`src/rtl/cesc_pkg.sv`:
```
// shared types and constants for the c escape decoder
`timescale 1ns / 1ps
package cesc_pkg;

    localparam int CodeW = 32;
    localparam int StatusW = 2;

    // decoder phase codes
    localparam logic [1:0] PH_IDLE = 2'd0;
    localparam logic [1:0] PH_ESC  = 2'd1;
    localparam logic [1:0] PH_HEX  = 2'd2;

    // result status codes
    localparam logic [1:0] ST_OK     = 2'd0;
    localparam logic [1:0] ST_END    = 2'd1;
    localparam logic [1:0] ST_BADHEX = 2'd2;
    localparam logic [1:0] ST_RANGE  = 2'd3;

    // register byte addresses
    localparam logic [2:0] ADDR_WIDE_CHARS = 3'd0;

    // characters of interest
    localparam logic [7:0] CH_NUL   = 8'h00;
    localparam logic [7:0] CH_BSL   = 8'h5C;
    localparam logic [7:0] CH_A     = 8'h61;
    localparam logic [7:0] CH_B     = 8'h62;
    localparam logic [7:0] CH_F     = 8'h66;
    localparam logic [7:0] CH_N     = 8'h6E;
    localparam logic [7:0] CH_R     = 8'h72;
    localparam logic [7:0] CH_T     = 8'h74;
    localparam logic [7:0] CH_V     = 8'h76;
    localparam logic [7:0] CH_X     = 8'h78;
    localparam logic [7:0] CH_LU    = 8'h75;
    localparam logic [7:0] CH_UU    = 8'h55;

    localparam logic [CodeW-1:0] MAX_NARROW = 32'h0000_00FF;

    typedef struct packed {
        logic [1:0]       phase;
        logic [3:0]       digits_left;
        logic [CodeW-1:0] accumulator;
    } t_state;

    typedef struct packed {
        logic [StatusW-1:0] status;
        logic [CodeW-1:0]   code_point;
    } t_result;

endpackage

```
`src/rtl/cesc_step.sv`:
```
// next-state and result logic for one input byte
`timescale 1ns / 1ps
module cesc_step (
    input  cesc_pkg::t_state  i_state,
    input  logic [7:0]        i_byte,
    input  logic              i_wide,
    output cesc_pkg::t_state  o_state,
    output logic              o_emit,
    output cesc_pkg::t_result o_result
);
    import cesc_pkg::*;

    logic       hex_ok;
    logic [3:0] hex_val;
    logic [3:0] dl_dec;
    logic [CodeW-1:0] acc_shift;

    always_comb begin
        hex_ok  = 1'b1;
        hex_val = 4'd0;
        if (i_byte >= 8'h30 && i_byte <= 8'h39) begin
            hex_val = i_byte[3:0];
        end else if ((i_byte >= 8'h61 && i_byte <= 8'h66) ||
                     (i_byte >= 8'h41 && i_byte <= 8'h46)) begin
            hex_val = i_byte[3:0] + 4'd9;
        end else begin
            hex_ok = 1'b0;
        end
    end

    assign dl_dec    = i_state.digits_left - 4'd1;
    assign acc_shift = {i_state.accumulator[CodeW-5:0], hex_val};

    always_comb begin
        o_state           = i_state;
        o_emit            = 1'b0;
        o_result.status   = ST_OK;
        o_result.code_point = {{(CodeW-8){1'b0}}, i_byte};
        case (i_state.phase)
            PH_ESC: begin
                o_emit        = 1'b1;
                o_state.phase = PH_IDLE;
                case (i_byte)
                    CH_NUL: begin
                        o_result.status     = ST_END;
                        o_result.code_point = '0;
                    end
                    CH_A: o_result.code_point = 32'h07;
                    CH_B: o_result.code_point = 32'h08;
                    CH_F: o_result.code_point = 32'h0C;
                    CH_N: o_result.code_point = 32'h0A;
                    CH_R: o_result.code_point = 32'h0D;
                    CH_T: o_result.code_point = 32'h09;
                    CH_V: o_result.code_point = 32'h0B;
                    CH_X, CH_LU, CH_UU: begin
                        o_emit              = 1'b0;
                        o_state.phase       = PH_HEX;
                        o_state.accumulator = '0;
                        o_state.digits_left = (i_byte == CH_X)  ? 4'd2 :
                                              (i_byte == CH_LU) ? 4'd4 : 4'd8;
                    end
                    default: ;
                endcase
            end
            PH_HEX: begin
                if (!hex_ok) begin
                    o_emit              = 1'b1;
                    o_state.phase       = PH_IDLE;
                    o_state.accumulator = '0;
                    o_state.digits_left = 4'd0;
                    o_result.status     = ST_BADHEX;
                    o_result.code_point = '0;
                end else begin
                    o_state.accumulator = acc_shift;
                    o_state.digits_left = dl_dec;
                    if (dl_dec == 4'd0 || dl_dec > 4'd8) begin
                        // last digit: range check against the current mode
                        o_emit              = 1'b1;
                        o_state.phase       = PH_IDLE;
                        o_state.digits_left = 4'd0;
                        if (!i_wide && acc_shift > MAX_NARROW) begin
                            o_result.status     = ST_RANGE;
                            o_result.code_point = '0;
                        end else begin
                            o_result.code_point = acc_shift;
                        end
                    end
                end
            end
            default: begin
                // idle, and the unused phase code
                if (i_byte == CH_BSL) begin
                    o_state.phase = PH_ESC;
                end else begin
                    o_emit        = 1'b1;
                    o_state.phase = PH_IDLE;
                end
            end
        endcase
    end

endmodule

```
`src/rtl/cesc_outbuf.sv`:
```
// two-entry output buffer: result register plus skid stage
`timescale 1ns / 1ps
module cesc_outbuf (
    input  logic              i_clk,
    input  logic              i_rst_n,
    input  logic              i_push,
    input  cesc_pkg::t_result i_data,
    output logic              o_ready,
    output logic              o_valid,
    input  logic              i_taken,
    output cesc_pkg::t_result o_data
);
    import cesc_pkg::*;

    logic    r_main_valid;
    logic    r_skid_valid;
    t_result r_main;
    t_result r_skid;
    logic    pop;

    assign pop     = r_main_valid && i_taken;
    assign o_valid = r_main_valid;
    assign o_data  = r_main;
    assign o_ready = !r_skid_valid;

    always_ff @(posedge i_clk) begin
        if (!i_rst_n) begin
            r_main_valid <= 1'b0;
            r_skid_valid <= 1'b0;
        end else if (!r_main_valid || pop) begin
            if (r_skid_valid) begin
                r_main_valid <= 1'b1;
                r_skid_valid <= 1'b0;
            end else begin
                r_main_valid <= i_push;
            end
        end else if (i_push) begin
            r_skid_valid <= 1'b1;
        end
    end

    always_ff @(posedge i_clk) begin
        if (!r_main_valid || pop) begin
            r_main <= r_skid_valid ? r_skid : i_data;
        end else if (i_push && !r_skid_valid) begin
            r_skid <= i_data;
        end
    end

endmodule

```
`src/rtl/c_escape_decoder.sv`:
```
// c escape decoder top level: config register, decoder state, output buffer
// output: each result beat is registered in the result register or skid stage
// throughput: one byte per cycle while the skid stage is empty; a two-entry
// output buffer keeps input open while one result waits downstream
// reset: synchronous active-low, clears phase, digit count, accumulator,
// wide_chars and the output buffer
`timescale 1ns / 1ps
module c_escape_decoder (
    input  logic        i_clk,
    input  logic        i_rst_n,
    // config port
    input  logic        psel,
    input  logic        penable,
    input  logic        pwrite,
    input  logic [2:0]  paddr,
    input  logic [31:0] pwdata,
    output logic [31:0] prdata,
    output logic        pready,
    // input stream
    input  logic        s_axis_tvalid,
    output logic        s_axis_tready,
    input  logic [7:0]  s_axis_tdata,   // [7:0] data_byte
    // result stream
    output logic        m_axis_tvalid,
    input  logic        m_axis_tready,
    output logic [31:0] m_axis_tdata,   // [31:0] code_point
    output logic [1:0]  m_axis_tuser    // [1:0] status
);
    import cesc_pkg::*;

    logic    r_wide;
    t_state  r_state;
    t_state  n_state;
    logic    step_emit;
    t_result step_result;
    t_result out_data;
    logic    in_beat;

    assign pready  = 1'b1;
    assign prdata  = (paddr == ADDR_WIDE_CHARS) ? {31'd0, r_wide} : 32'd0;
    assign in_beat = s_axis_tvalid && s_axis_tready;

    always_ff @(posedge i_clk) begin
        if (!i_rst_n) begin
            r_wide <= 1'b0;
        end else if (psel && penable && pwrite && paddr == ADDR_WIDE_CHARS) begin
            r_wide <= pwdata[0];
        end
    end

    cesc_step u_step (
        .i_state  (r_state),
        .i_byte   (s_axis_tdata),
        .i_wide   (r_wide),
        .o_state  (n_state),
        .o_emit   (step_emit),
        .o_result (step_result)
    );

    always_ff @(posedge i_clk) begin
        if (!i_rst_n) begin
            r_state <= '0;
        end else if (in_beat) begin
            r_state <= n_state;
        end
    end

    cesc_outbuf u_outbuf (
        .i_clk   (i_clk),
        .i_rst_n (i_rst_n),
        .i_push  (in_beat && step_emit),
        .i_data  (step_result),
        .o_ready (s_axis_tready),
        .o_valid (m_axis_tvalid),
        .i_taken (m_axis_tready),
        .o_data  (out_data)
    );

    assign m_axis_tdata = out_data.code_point;
    assign m_axis_tuser = out_data.status;

endmodule

```
`config.mk`:
```
export PLATFORM = sky130hd
export DESIGN_NAME = c_escape_decoder
export DESIGN_NICKNAME = d
export VERILOG_FILES = /design/src/rtl/cesc_pkg.sv /design/src/rtl/cesc_step.sv /design/src/rtl/cesc_outbuf.sv /design/src/rtl/c_escape_decoder.sv
export SDC_FILE = /design/constraint.sdc
export NUM_CORES = 1
export LEC_CHECK = 0
export BUFFER_PORTS_ARGS = -buffer_cell sky130_fd_sc_hd__buf_2
export CORE_MARGIN = 2
export CORE_UTILIZATION = 49
export CTS_CLUSTER_DIAMETER = 150
export CTS_CLUSTER_SIZE = 16
export DETAILED_ROUTE_END_ITERATION = 10
export GPL_TIMING_DRIVEN = 1
export PLACE_DENSITY = 0.8
export SYNTH_ARGS = -nofsm -noshare
export SYNTH_HDL_FRONTEND = slang
export SYNTH_SLANG_ARGS = --single-unit
```
`constraint.sdc`:
```
create_clock -name i_clk -period 3.7 [get_ports i_clk]
set_input_delay 0.74 -clock i_clk [delete_from_list [all_inputs] [get_ports i_clk]]
set_output_delay 0.74 -clock i_clk [all_outputs]
set_load 0.01 [all_outputs]
```
==> metrics.md, run 1 <==
| Metric | Value |
|---|---|
| Status | `finished clean` |
| Clk network pwr share | `33.5%` |
| Initial Util | `50.4%` |
| Reg-to-Reg End | `u_outbuf.r_skid[15]$_DFFE_PP_` |
| Flop-to-flop setup slack | `between 1 and 1.5 ns` |
| Reg2Reg Depth | `9` |
| Int Power | `between 1500 and 2000 µW` |
| Die H | `roughly 110 µm` |
| Syn Std Cell Area | `5210 µm²` |
| Placer Congestion | `between 0.8 and 0.9` |
| Clock sink count | `~110` |
| Final Hold Vio Count | `0` |
| Crit path max fanout | `15` |
| Num CTS Buffers | `9` |
| Pre-CTS setup slack | `0.627 ns` |
| Final setup viols | `0` |
| Pleak | `0.00223 µW` |
| GRT Overall Usage | `about a fifth` |
| Yosys cell types | `between 50 and 60` |
| CTS resizes | `0` |
| Final ANT Viol Nets | `0` |
| Clk root buf | `clkbuf_8` |
| Post-synth EDFFs | `approximately 70` |
| P per Cell Area | `roughly 370 nW/µm²` |
| # fillers | `877` |
| CTS Hold Bufs | `0` |
| Setup TNS | `0 ns` |
| Top_reg_cell synth | `edfxtp_1` |
| Tcrit/Tclk final | `73.8%` |
| CTS H-tree depth | `3` |
| Reg power frac | `between 60 and 70%` |
| Setup WS post-layout | `between 0.9 and 1 ns` |
| Post-synth ARST share | `0%` |
| Hold Crit Class | `flip-flop to flip-flop` |
| Commonest non-fill, non-tap cells in the layout | `edfxtp_1, buf_2, nand2_1` |
| Share of cells above drive strength 1 | `between 20 and 25%` |
| Core Region | `slightly above 10000 µm²` |
| IO Port Bufs | `55` |
| DRC | `0` |
| Fin. max-slew vios | `0` |
| First-pass GRT wire length | `17.0 mm` |
| Initial antenna violation count | `0` |
| First-pass DRT Iterations | `7` |
| I/O pin count | `approximately 120` |
| Post-DR vias/cell | `5.48` |
| Relative slew slack | `between 60% and 70%` |
| Critical Path Start Type | `input port` |
| Critical path endpoint | `u_outbuf.o_data[5]$_DFFE_PP_` |
| Die width | `107 µm` |
| CTS Buffer Depth | `2` |
| Combinational share of power | `about 6.4%` |
| Post-synthesis sequential area ratio | `between 50% and 60%` |
| Flops & latches, synth | `between 100 and 150` |
| Setup repair bufs after CTS | `0` |
| Rows | `37` |
| Clk_lat worst skew | `about 0.37 ns` |
| Via count | `3729` |
| RSZ-0062 raised after global routing | `no` |
| CTS tree | `done` |
| Actual slew at the worst max-slew pin | `0.529 ns` |
| Die ar. | `11500 µm²` |
| Syn. warnings | `0` |
| CP Launch Point | `s_axis_tdata[0]` |
| Most common cell after layout, fill and taps aside | `edfxtp_1` |
| Net Switching | `approximately 540 µW` |
| Crit end category | `flip-flop` |
| Clock-pin slew of the registers on the worst-case setup and hold paths | `0.11 ns` |
| Mean Syn Cell Area | `approximately 10 µm²` |
| Area growth syn-to-layout | `8.84%` |
| Initial DRC count | `270` |
| Congestion Overflow GR | `0` |
| CP Data Required Time | `approximately 3.9 ns` |
| Fmax | `0.366 GHz` |
| WL final | `a little over 10 mm` |
| DP HPWL | `7.03 mm` |
| Largest net degree at the start of global routing | `44` |
| Sw Share | `between 20 and 30%` |
| Tmin final | `approximately 2.7 ns` |
| Synth Instances | `between 400 and 500` |
| # nets final | `between 500 and 600` |
| Final Skew | `0.0103 ns` |
| N_diodes | `0` |
| Maximum vdd drop | `0.197 mV` |
| Setup CP Type | `input port to flip-flop` |
| WL per Instance | `around 15 µm` |
| Hold Startpoint | `r_state[24]$_SDFFE_PN0P_` |
| WP data arrival | `2.95 ns` |
| Number of global-route vias before repair | `between 3000 and 4000` |
| Total power | `between 2000 and 2500 µW` |
| Reg2Reg Launch Point | `r_state[32]$_SDFFE_PN0P_` |
| MaxCap Viol Count | `0` |
metal layers:
metal  GRT usage [%]  vias up  routed length [µm]
met1            24.8     1734                4400
li1                -     1821                   -
met5               0        -                   0
met2            30.3      151                4770
met4            6.86        0                 295
met3            3.71       23                 617
area by class of cell:
type	instances	area (µm²)	share of cell area [%]
clock inverter	7	78.8	1.39
inverter	14	52.6	0.927
sequential	105	2780	49.1
multi-input combinational	345	2110	37.2
timing repair buffer	65	350	6.18
tap	136	170	3.00
clock buffer	9	124	2.19
synth_stat cells (8+ instances only):
cell | n | area share [%]
a21oi_1 | 43 | 4.1
inv_1 | 12 | 0.87
ha_1 | 8 | 1.9
dfxtp_1 | 37 | 14
nor2_1 | 19 | 1.4
edfxtp_1 | 68 | 39
buf_4 | 35 | 5.0
nand2_1 | 52 | 3.7
mux2_2 | 25 | 5.4
a31oi_1 | 10 | 1.2
o21ai_0 | 16 | 1.5
nand3_1 | 36 | 3.5
clkbuf_1 | 17 | 1.2
and2_1 | 25 | 3.0
sequential cells by signal, indices dropped and copies added, names as in the netlist:
register / count
u_outbuf.r_skid: 34
u_outbuf.o_valid: 1
u_outbuf.r_skid_valid: 1
r_state: 34
r_wide: 1
u_outbuf.o_data: 34
through the flow:
| step | cells | util, % | hold WS (ns) | area, µm² |
|---|---|---|---|---|
| after floorplan | 526 | - | 0.440 | 5320 |
| after global placement | 665 | 52.9 | 0.454 | 5460 |
| after detailed placement | 665 | 52.9 | 0.460 | 5460 |
| after CTS | 681 | 54.9 | 0.476 | 5670 |
| after global routing | 681 | 54.9 | 0.501 | 5670 |
| final | 681 | 54.9 | 0.473 | 5670 |
worst min-delay path by stage:
stage / to / slack (ns) / cells past startpoint
2_1_floorplan: r_state[24]$_SDFFE_PN0P_ / 0.44 / 2
3_3_place_gp: r_state[27]$_SDFFE_PN0P_ / 0.45 / 2
3_5_place_dp: r_state[24]$_SDFFE_PN0P_ / 0.46 / 2
4_1_cts: r_state[24]$_SDFFE_PN0P_ / 0.48 / 2
5_1_grt: r_state[27]$_SDFFE_PN0P_ / 0.50 / 2
6_report: r_state[24]$_SDFFE_PN0P_ / 0.47 / 2
worst max-delay path: stages:
cell and delay [ns]:
buf_2 0.16, inv_1 0.09, ha_1 0.32, o21bai_1 0.12, a21oi_1 0.35, o21a_1 0.29, a21boi_4 0.41, o21ai_0 0.25
a31oi_1 0.22
logic make-up after synthesis:
family,after synthesis,synth area share (%)
AND/OR/NAND/NOR,173,17.5
flip-flops,105,53.4
AO/OA/AOI/OAI,103,12.5
buffers and inverters,76,8.32
multiplexers,26,5.60
adder cells (fa/ha/maj),8,1.92
XOR/XNOR,3,0.505
other,2,0.144
power groups by stage:
stage	clock network, µW	registers, µW	logic, µW
detailed placement	0	1300	135
finish	710	1270	136
CTS	723	1270	135
floorplan	0	1310	98.3
global route	769	1270	149
global placement	0	1300	132
Power figures use the tool's default switching activity.
==> run 2, diff against run 1 <==
==> constraint.sdc (replaced) <==
create_clock -name i_clk -period 2.25 [get_ports i_clk]
set_input_delay 0.45 -clock i_clk [delete_from_list [all_inputs] [get_ports i_clk]]
set_output_delay 0.45 -clock i_clk [all_outputs]
set_load 0.01 [all_outputs]
==> metrics.md, run 2 (synthesis results as in run 1) <==
| Metric | Value |
|---|---|
| Status | `complete, but fails checks` |
| Combinational share of power | `7.8% (+1.4 points)` |
| Clk network pwr share | `37.0% (+3.5 points)` |
| DP HPWL | `7.79 mm (+11%)` |
| CP Depth | `11 (+2)` |
| Pleak | `0.00269 µW (+20%)` |
| Number of global-route vias before repair | `3732 (+8.1%)` |
| CTS Buffer Depth | `2 (unchanged)` |
| Area post-placement | `5910 µm² (+8.2%)` |
| Rows | `37 (unchanged)` |
| Sw Share | `22.1% (-3.2 points)` |
| Failing checks | `negative setup slack` |
| Slowest CP cell | `dfxtp_1` |
| Die H | `107 µm (unchanged)` |
| First-pass DRT Iterations | `5 (-2)` |
| IO Port Bufs | `55 (unchanged)` |
| Hold Crit Depth | `3 (+1)` |
| Tmin final | `2.32 ns` |
| Clk root buf | `clkbuf_8` |
| Pre-CTS setup slack | `-0.357 ns (-0.983 ns)` |
| Fin Hold WS | `0.304 ns (-0.169 ns)` |
| Clock sink count | `105 (unchanged)` |
| Net Switching | `837 µW (+56%)` |
| Num CTS Buffers | `9 (unchanged)` |
| # nets final | `659 (+10%)` |
| Final Hold Vio Count | `0 (unchanged)` |
| WP data arrival | `2.41 ns (-0.54 ns)` |
| Initial DRC count | `258 (-4.4%)` |
| Crit path max fanout | `8 (-7)` |
| Clock-pin slew of the registers on the worst-case setup and hold paths | `0.10 ns (about the same)` |
| Clk_lat worst skew | `0.37 ns (about the same)` |
| Max incr delay on CP | `0.36 ns (-0.05 ns)` |
| Int Power | `2950 µW (+87%)` |
| Die ar. | `11500 µm² (unchanged)` |
| WL per Instance | `15.9 µm (+7.6%)` |
| Post-DR vias/cell | `5.46 (-0.37%)` |
| Maximum vdd drop | `0.443 mV (+120%)` |
| I/O pin count | `119 (unchanged)` |
| CP bufs+invs | `4 (+2)` |
| Final instance area | `6570 µm² (+16%)` |
| Reg power frac | `55.2% (-4.9 points)` |
| Hold Crit Class | `input port to flip-flop` |
| Area growth syn-to-layout | `26.3%` |
| Crit end category | `flip-flop` |
| Congestion Overflow GR | `0 (unchanged)` |
| Tcrit/Tclk final | `103%` |
| CTS H-tree depth | `3 (unchanged)` |
| P per Cell Area | `577 nW/µm² (+54%)` |
| GRT Overall Usage | `20.3% (+1.7 points)` |
| MaxCap Viol Count | `0 (unchanged)` |
| Final Skew | `0.0130 ns (+0.00269 ns)` |
| Crit path cell chain | `inv_2, ha_4, nand2b_4, xnor2_4, a211oi_4, buf_4, o211ai_1, nand2_2, nor2_4, buf_12, buf_8` |
| Fin. max-slew vios | `0 (unchanged)` |
| First-pass GRT wire length | `18.2 mm (+6.8%)` |
| Initial antenna violation count | `0 (unchanged)` |
| Die width | `107 µm (unchanged)` |
| Final setup viols | `36 (+36)` |
| WL final | `11.8 mm (+17%)` |
| Setup TNS | `-1.44 ns (-1.44 ns)` |
| Critical Path Start Type | `flip-flop` |
| Commonest non-fill, non-tap cells in the layout | `edfxtp_1, buf_2, buf_4` |
| DRC | `0 (unchanged)` |
| Final ANT Viol Nets | `0 (unchanged)` |
| Share of cells above drive strength 1 | `37.0% (+15 points)` |
| Placer Congestion | `0.885 (+0.65%)` |
| CTS tree | `done` |
| Largest net degree at the start of global routing | `44 (unchanged)` |
| Most common cell after layout, fill and taps aside | `edfxtp_1` |
| Relative slew slack | `61.2% (-3.3 points)` |
| Via count | `4048 (+8.6%)` |
| Top Family by Delay on Critical Path | `buffers and inverters` |
| CP Data Required Time | `2.34 ns (-1.58 ns)` |
| Reg2Reg Depth | `11 (+2)` |
| Initial Util | `50.4% (unchanged)` |
| RSZ-0062 raised after global routing | `yes` |
| Fmax | `approximately 0.43 GHz` |
| Setup WS post-layout | `-0.0683 ns (-1.04 ns)` |
| Setup CP Type | `flip-flop to flip-flop` |
| N_diodes | `0 (unchanged)` |
| Total power | `3790 µW (+79%)` |
| Core Region | `10300 µm² (unchanged)` |
| Actual slew at the worst max-slew pin | `0.582 ns (+0.0524 ns)` |
-- run 2: worst paths after layout --
kind	start	end	slack, ns
hold reg to reg	r_state[24]$_SDFFE_PN0P_	r_state[24]$_SDFFE_PN0P_	0.48
setup reg to reg	r_state[33]$_SDFFE_PN0P_	u_outbuf.r_skid[1]$_DFFE_PP_	-0.07
hold / removal	pwdata[0]	r_wide$_SDFFE_PN0P_	0.30
setup / recovery	r_state[33]$_SDFFE_PN0P_	u_outbuf.r_skid[1]$_DFFE_PP_	-0.07
-- run 2: power groups by stage --
stage	Clock [µW]	Sequential [µW]	Combinational [µW]
2_1_floorplan	0	2160	170
3_3_place_gp	0	2140	267
3_5_place_dp	0	2140	272
4_1_cts	1430	2090	276
5_1_grt	1500	2100	320
6_report	1400	2090	296
-- run 2: what timing repair did --
item,4_1_cts,5_1_grt
gates resized for setup,19,53
gates cloned,3,3
hold buffers,0,0
setup endpoints to repair,64,73
pin swaps,8,8
setup buffers,5,5
-- run 2: layout make-up --
class	instances	area, µm²
fillers	781	3750
flip-flops and latches	105	2790
multi-input cells	346	2370
repair buffers	125	923
well taps	136	170
clock inverters	7	129
clock buffers	9	124
inverters	14	72.6
-- run 2: layer usage --
layer / up-vias / wire length, µm / GRT usage [%]
li1: 1936 / - / -
met1: 1932 / 4860 / 25.5
met2: 162 / 6040 / 35.3
met3: 18 / 676 / 3.71
met4: 0 / 232 / 6.77
met5: - / 0 / 0
-- run 2: per-stage QoR --
stage	std cells	util, %
floorplan	526	-
global placement	711	57.2
CTS	734	61.0
detailed placement	711	57.2
global route	742	63.7
finish	742	63.7
-- run 2: worst min-delay path, cell delays in order --
cell     delay [ns]
buf_2          0.08
mux2i_1        0.05
nor2_1         0.07
==> run 3, diff against run 2 <==
--- a/config.mk
+++ b/config.mk
@@ -7,12 +7,12 @@
 export LEC_CHECK = 0
 export BUFFER_PORTS_ARGS = -buffer_cell sky130_fd_sc_hd__buf_2
 export CORE_MARGIN = 2
-export CORE_UTILIZATION = 49
+export CORE_UTILIZATION = 58
 export CTS_CLUSTER_DIAMETER = 150
 export CTS_CLUSTER_SIZE = 16
 export DETAILED_ROUTE_END_ITERATION = 10
 export GPL_TIMING_DRIVEN = 1
-export PLACE_DENSITY = 0.8
+export PLACE_DENSITY = 0.89
 export SYNTH_ARGS = -nofsm -noshare
 export SYNTH_HDL_FRONTEND = slang
 export SYNTH_SLANG_ARGS = --single-unit
==> constraint.sdc (replaced) <==
create_clock -name i_clk -period 2.8 [get_ports i_clk]
set_input_delay 0.56 -clock i_clk [delete_from_list [all_inputs] [get_ports i_clk]]
set_output_delay 0.56 -clock i_clk [all_outputs]
set_load 0.01 [all_outputs]
==> metrics.md, run 3 (synthesis results as in run 1) <==
| Metric | Value |
|---|---|
| CTS resizes | `0 (-19)` |
| Core Region | `8720 µm² (-16%)` |
| CP Launch Point | `r_state[32]$_SDFFE_PN0P_` |
| Final setup viols | `0 (-100%)` |
| DP HPWL | `7.16 mm (-8.0%)` |
| RSZ-0062 raised after global routing | `no` |
| DRC | `0 (unchanged)` |
| Tmin final | `2.48 ns (+0.161 ns)` |
| Hold Startpoint | `pwdata[0]` |
| Clock sink count | `105 (unchanged)` |
| Hold Crit Class | `input port to flip-flop` |
| Metal2 WL | `4.90 mm (-19%)` |
| First-pass GRT wire length | `16.6 mm (-8.5%)` |
| Tcrit/Tclk final | `88.5% (-14 points)` |
| Final ANT Viol Nets | `0 (unchanged)` |
| WP data arrival | `2.61 ns (+0.20 ns)` |
| Die width | `98.7 µm (-7.8%)` |
| WL final | `10.2 mm (-14%)` |
| P per Cell Area | `495 nW/µm² (-14%)` |
| # fillers | `653 (-16%)` |
| Post-DR vias/cell | `5.78 (+6.0%)` |
| Final Hold Vio Count | `0 (unchanged)` |
| Top Metal Used | `met4` |
| CP bufs+invs | `2 (-2)` |
| Share of cells above drive strength 1 | `22.5% (-14 points)` |
| # nets final | `605 (-8.2%)` |
| Initial Util | `59.7% (+9.3 points)` |
| Setup TNS | `0 ns (+1.44 ns)` |
| Placer Congestion | `0.864 (-2.4%)` |
| CTS tree | `done` |
| Largest net degree at the start of global routing | `44 (unchanged)` |
| Setup CP Type | `flip-flop to flip-flop` |
| Dpl cells | `644 (-9.4%)` |
| Commonest non-fill, non-tap cells in the layout | `edfxtp_1, buf_2, nand2_1` |
| CTS H-tree depth | `3 (unchanged)` |
| Met1 WL | `4.30 mm (-12%)` |
| Pleak | `0.00228 µW (-15%)` |
| Fmax | `0.403 GHz (-6.5%)` |
| CTS Buffer Depth | `2 (unchanged)` |
| CP Data Required Time | `2.93 ns (+0.59 ns)` |
| Number of global-route vias before repair | `3489 (-6.5%)` |
| N_diodes | `0 (unchanged)` |
| Die ar. | `9750 µm² (-15%)` |
| Via count | `3818 (-5.7%)` |
| Status | `finished clean` |
| Rows | `34 (-8.1%)` |
| Crit path cell chain | `inv_1, ha_1, nand2b_1, xnor2_1, a211oi_2, nor4b_4, buf_12, and2_1, mux2_2` |
| Initial antenna violation count | `0 (unchanged)` |
| Reg2Reg Launch Point | `r_state[32]$_SDFFE_PN0P_` |
| Slowest CP cell | `a211oi_2` |
| I/O pin count | `119 (unchanged)` |
| Clock-pin slew of the registers on the worst-case setup and hold paths | `0.10 ns (about the same)` |
| IO Port Bufs | `55 (unchanged)` |
| Maximum vdd drop | `0.251 mV (-43%)` |
| WL per Instance | `15.4 µm (-3.0%)` |
| Die H | `98.7 µm (-7.8%)` |
| Met3 wire length | `699 µm (+3.4%)` |
| GRT Overall Usage | `21.3% (+0.99 points)` |
| Critical Path Start Type | `flip-flop` |
| Initial DRC count | `306 (+19%)` |
| Crit end category | `flip-flop` |
| Setup repair bufs after CTS | `0 (-5)` |
| Final non-filler cell total | `660 (-11%)` |
| Most common cell after layout, fill and taps aside | `edfxtp_1` |
| Top Family by Delay on Critical Path | `simple AND/OR/NAND/NOR gates` |
| Congestion Overflow GR | `0 (unchanged)` |
| Max incr delay on CP | `0.41 ns (+0.05 ns)` |
| Final Skew | `0.0152 ns (+0.00219 ns)` |
| First-pass DRT Iterations | `5 (unchanged)` |
| Clk root buf | `clkbuf_8` |
| CTS Hold Bufs | `0 (unchanged)` |
| Crit path max fanout | `25 (+17)` |
| Area growth syn-to-layout | `10.5%` |
| Num CTS Buffers | `9 (unchanged)` |
| Fin. max-slew vios | `0 (unchanged)` |
| Clk_lat worst skew | `0.38 ns (about the same)` |
| MaxCap Viol Count | `0 (unchanged)` |
-- run 3: cell count changes in the layout (fill, tap and decap cells not counted), sizes merged --
cell and change:
clkinvlp +1, buf -51, a21boi -1, clkbuf -2, inv +1, bufinv -2
-- run 3: through the flow --
step | worst slack [ns] | util (%) | hold WS (ns) | power (µW) | cell area, µm²
final | 0.321 | 65.9 | 0.420 | 2850 | 5750
after global routing | 0.133 | 65.9 | 0.425 | 2930 | 5750
after CTS | 0.320 | 65.9 | 0.412 | 2850 | 5750
after detailed placement | 0.0190 | 63.5 | 0.466 | 1900 | 5540
after floorplan | 0.0441 | - | 0.440 | 1870 | 5330
after global placement | 0.0722 | 63.5 | 0.455 | 1900 | 5540
-- run 3: worst paths after layout --
check | end | slack (ns) | depth (start not counted)
setup / recovery | u_outbuf.o_data[14]$_DFFE_PP_ | 0.32 | 9
hold / removal | r_wide$_SDFFE_PN0P_ | 0.42 | 3
setup reg to reg | u_outbuf.o_data[14]$_DFFE_PP_ | 0.32 | 9
hold reg to reg | r_state[0]$_SDFFE_PN0P_ | 0.48 | 2
-- run 3: area by class of cell --
class / count / area [µm²] / share of cell area (%)
clock buffers: 9 / 124 / 2.15
clock inverters: 7 / 90.1 / 1.57
inverters: 14 / 52.6 / 0.914
multi-input cells: 345 / 2110 / 36.7
flip-flops and latches: 105 / 2780 / 48.4
well taps: 108 / 135 / 2.35
repair buffers: 72 / 453 / 7.88
-- run 3: power by group --
part | internal (µW) | leakage (µW) | switching [µW]
Clock | 431 | 0.000101 | 549
Combinational | 62.9 | 0.00113 | 125
Sequential | 1670 | 0.00105 | 7.51
-- run 3: tightest hold or removal path, stage by stage --
cell	delay, ns
buf_2	0.07
mux2i_1	0.05
nor2_1	0.07
-- run 3: per-layer routing --
metal | up-vias | global-route usage [%]
met5 | - | 0
li1 | 1815 | -
met2 | 178 | 33.5
met1 | 1800 | 28.5
met3 | 25 | 4.18
met4 | 0 | 10.2
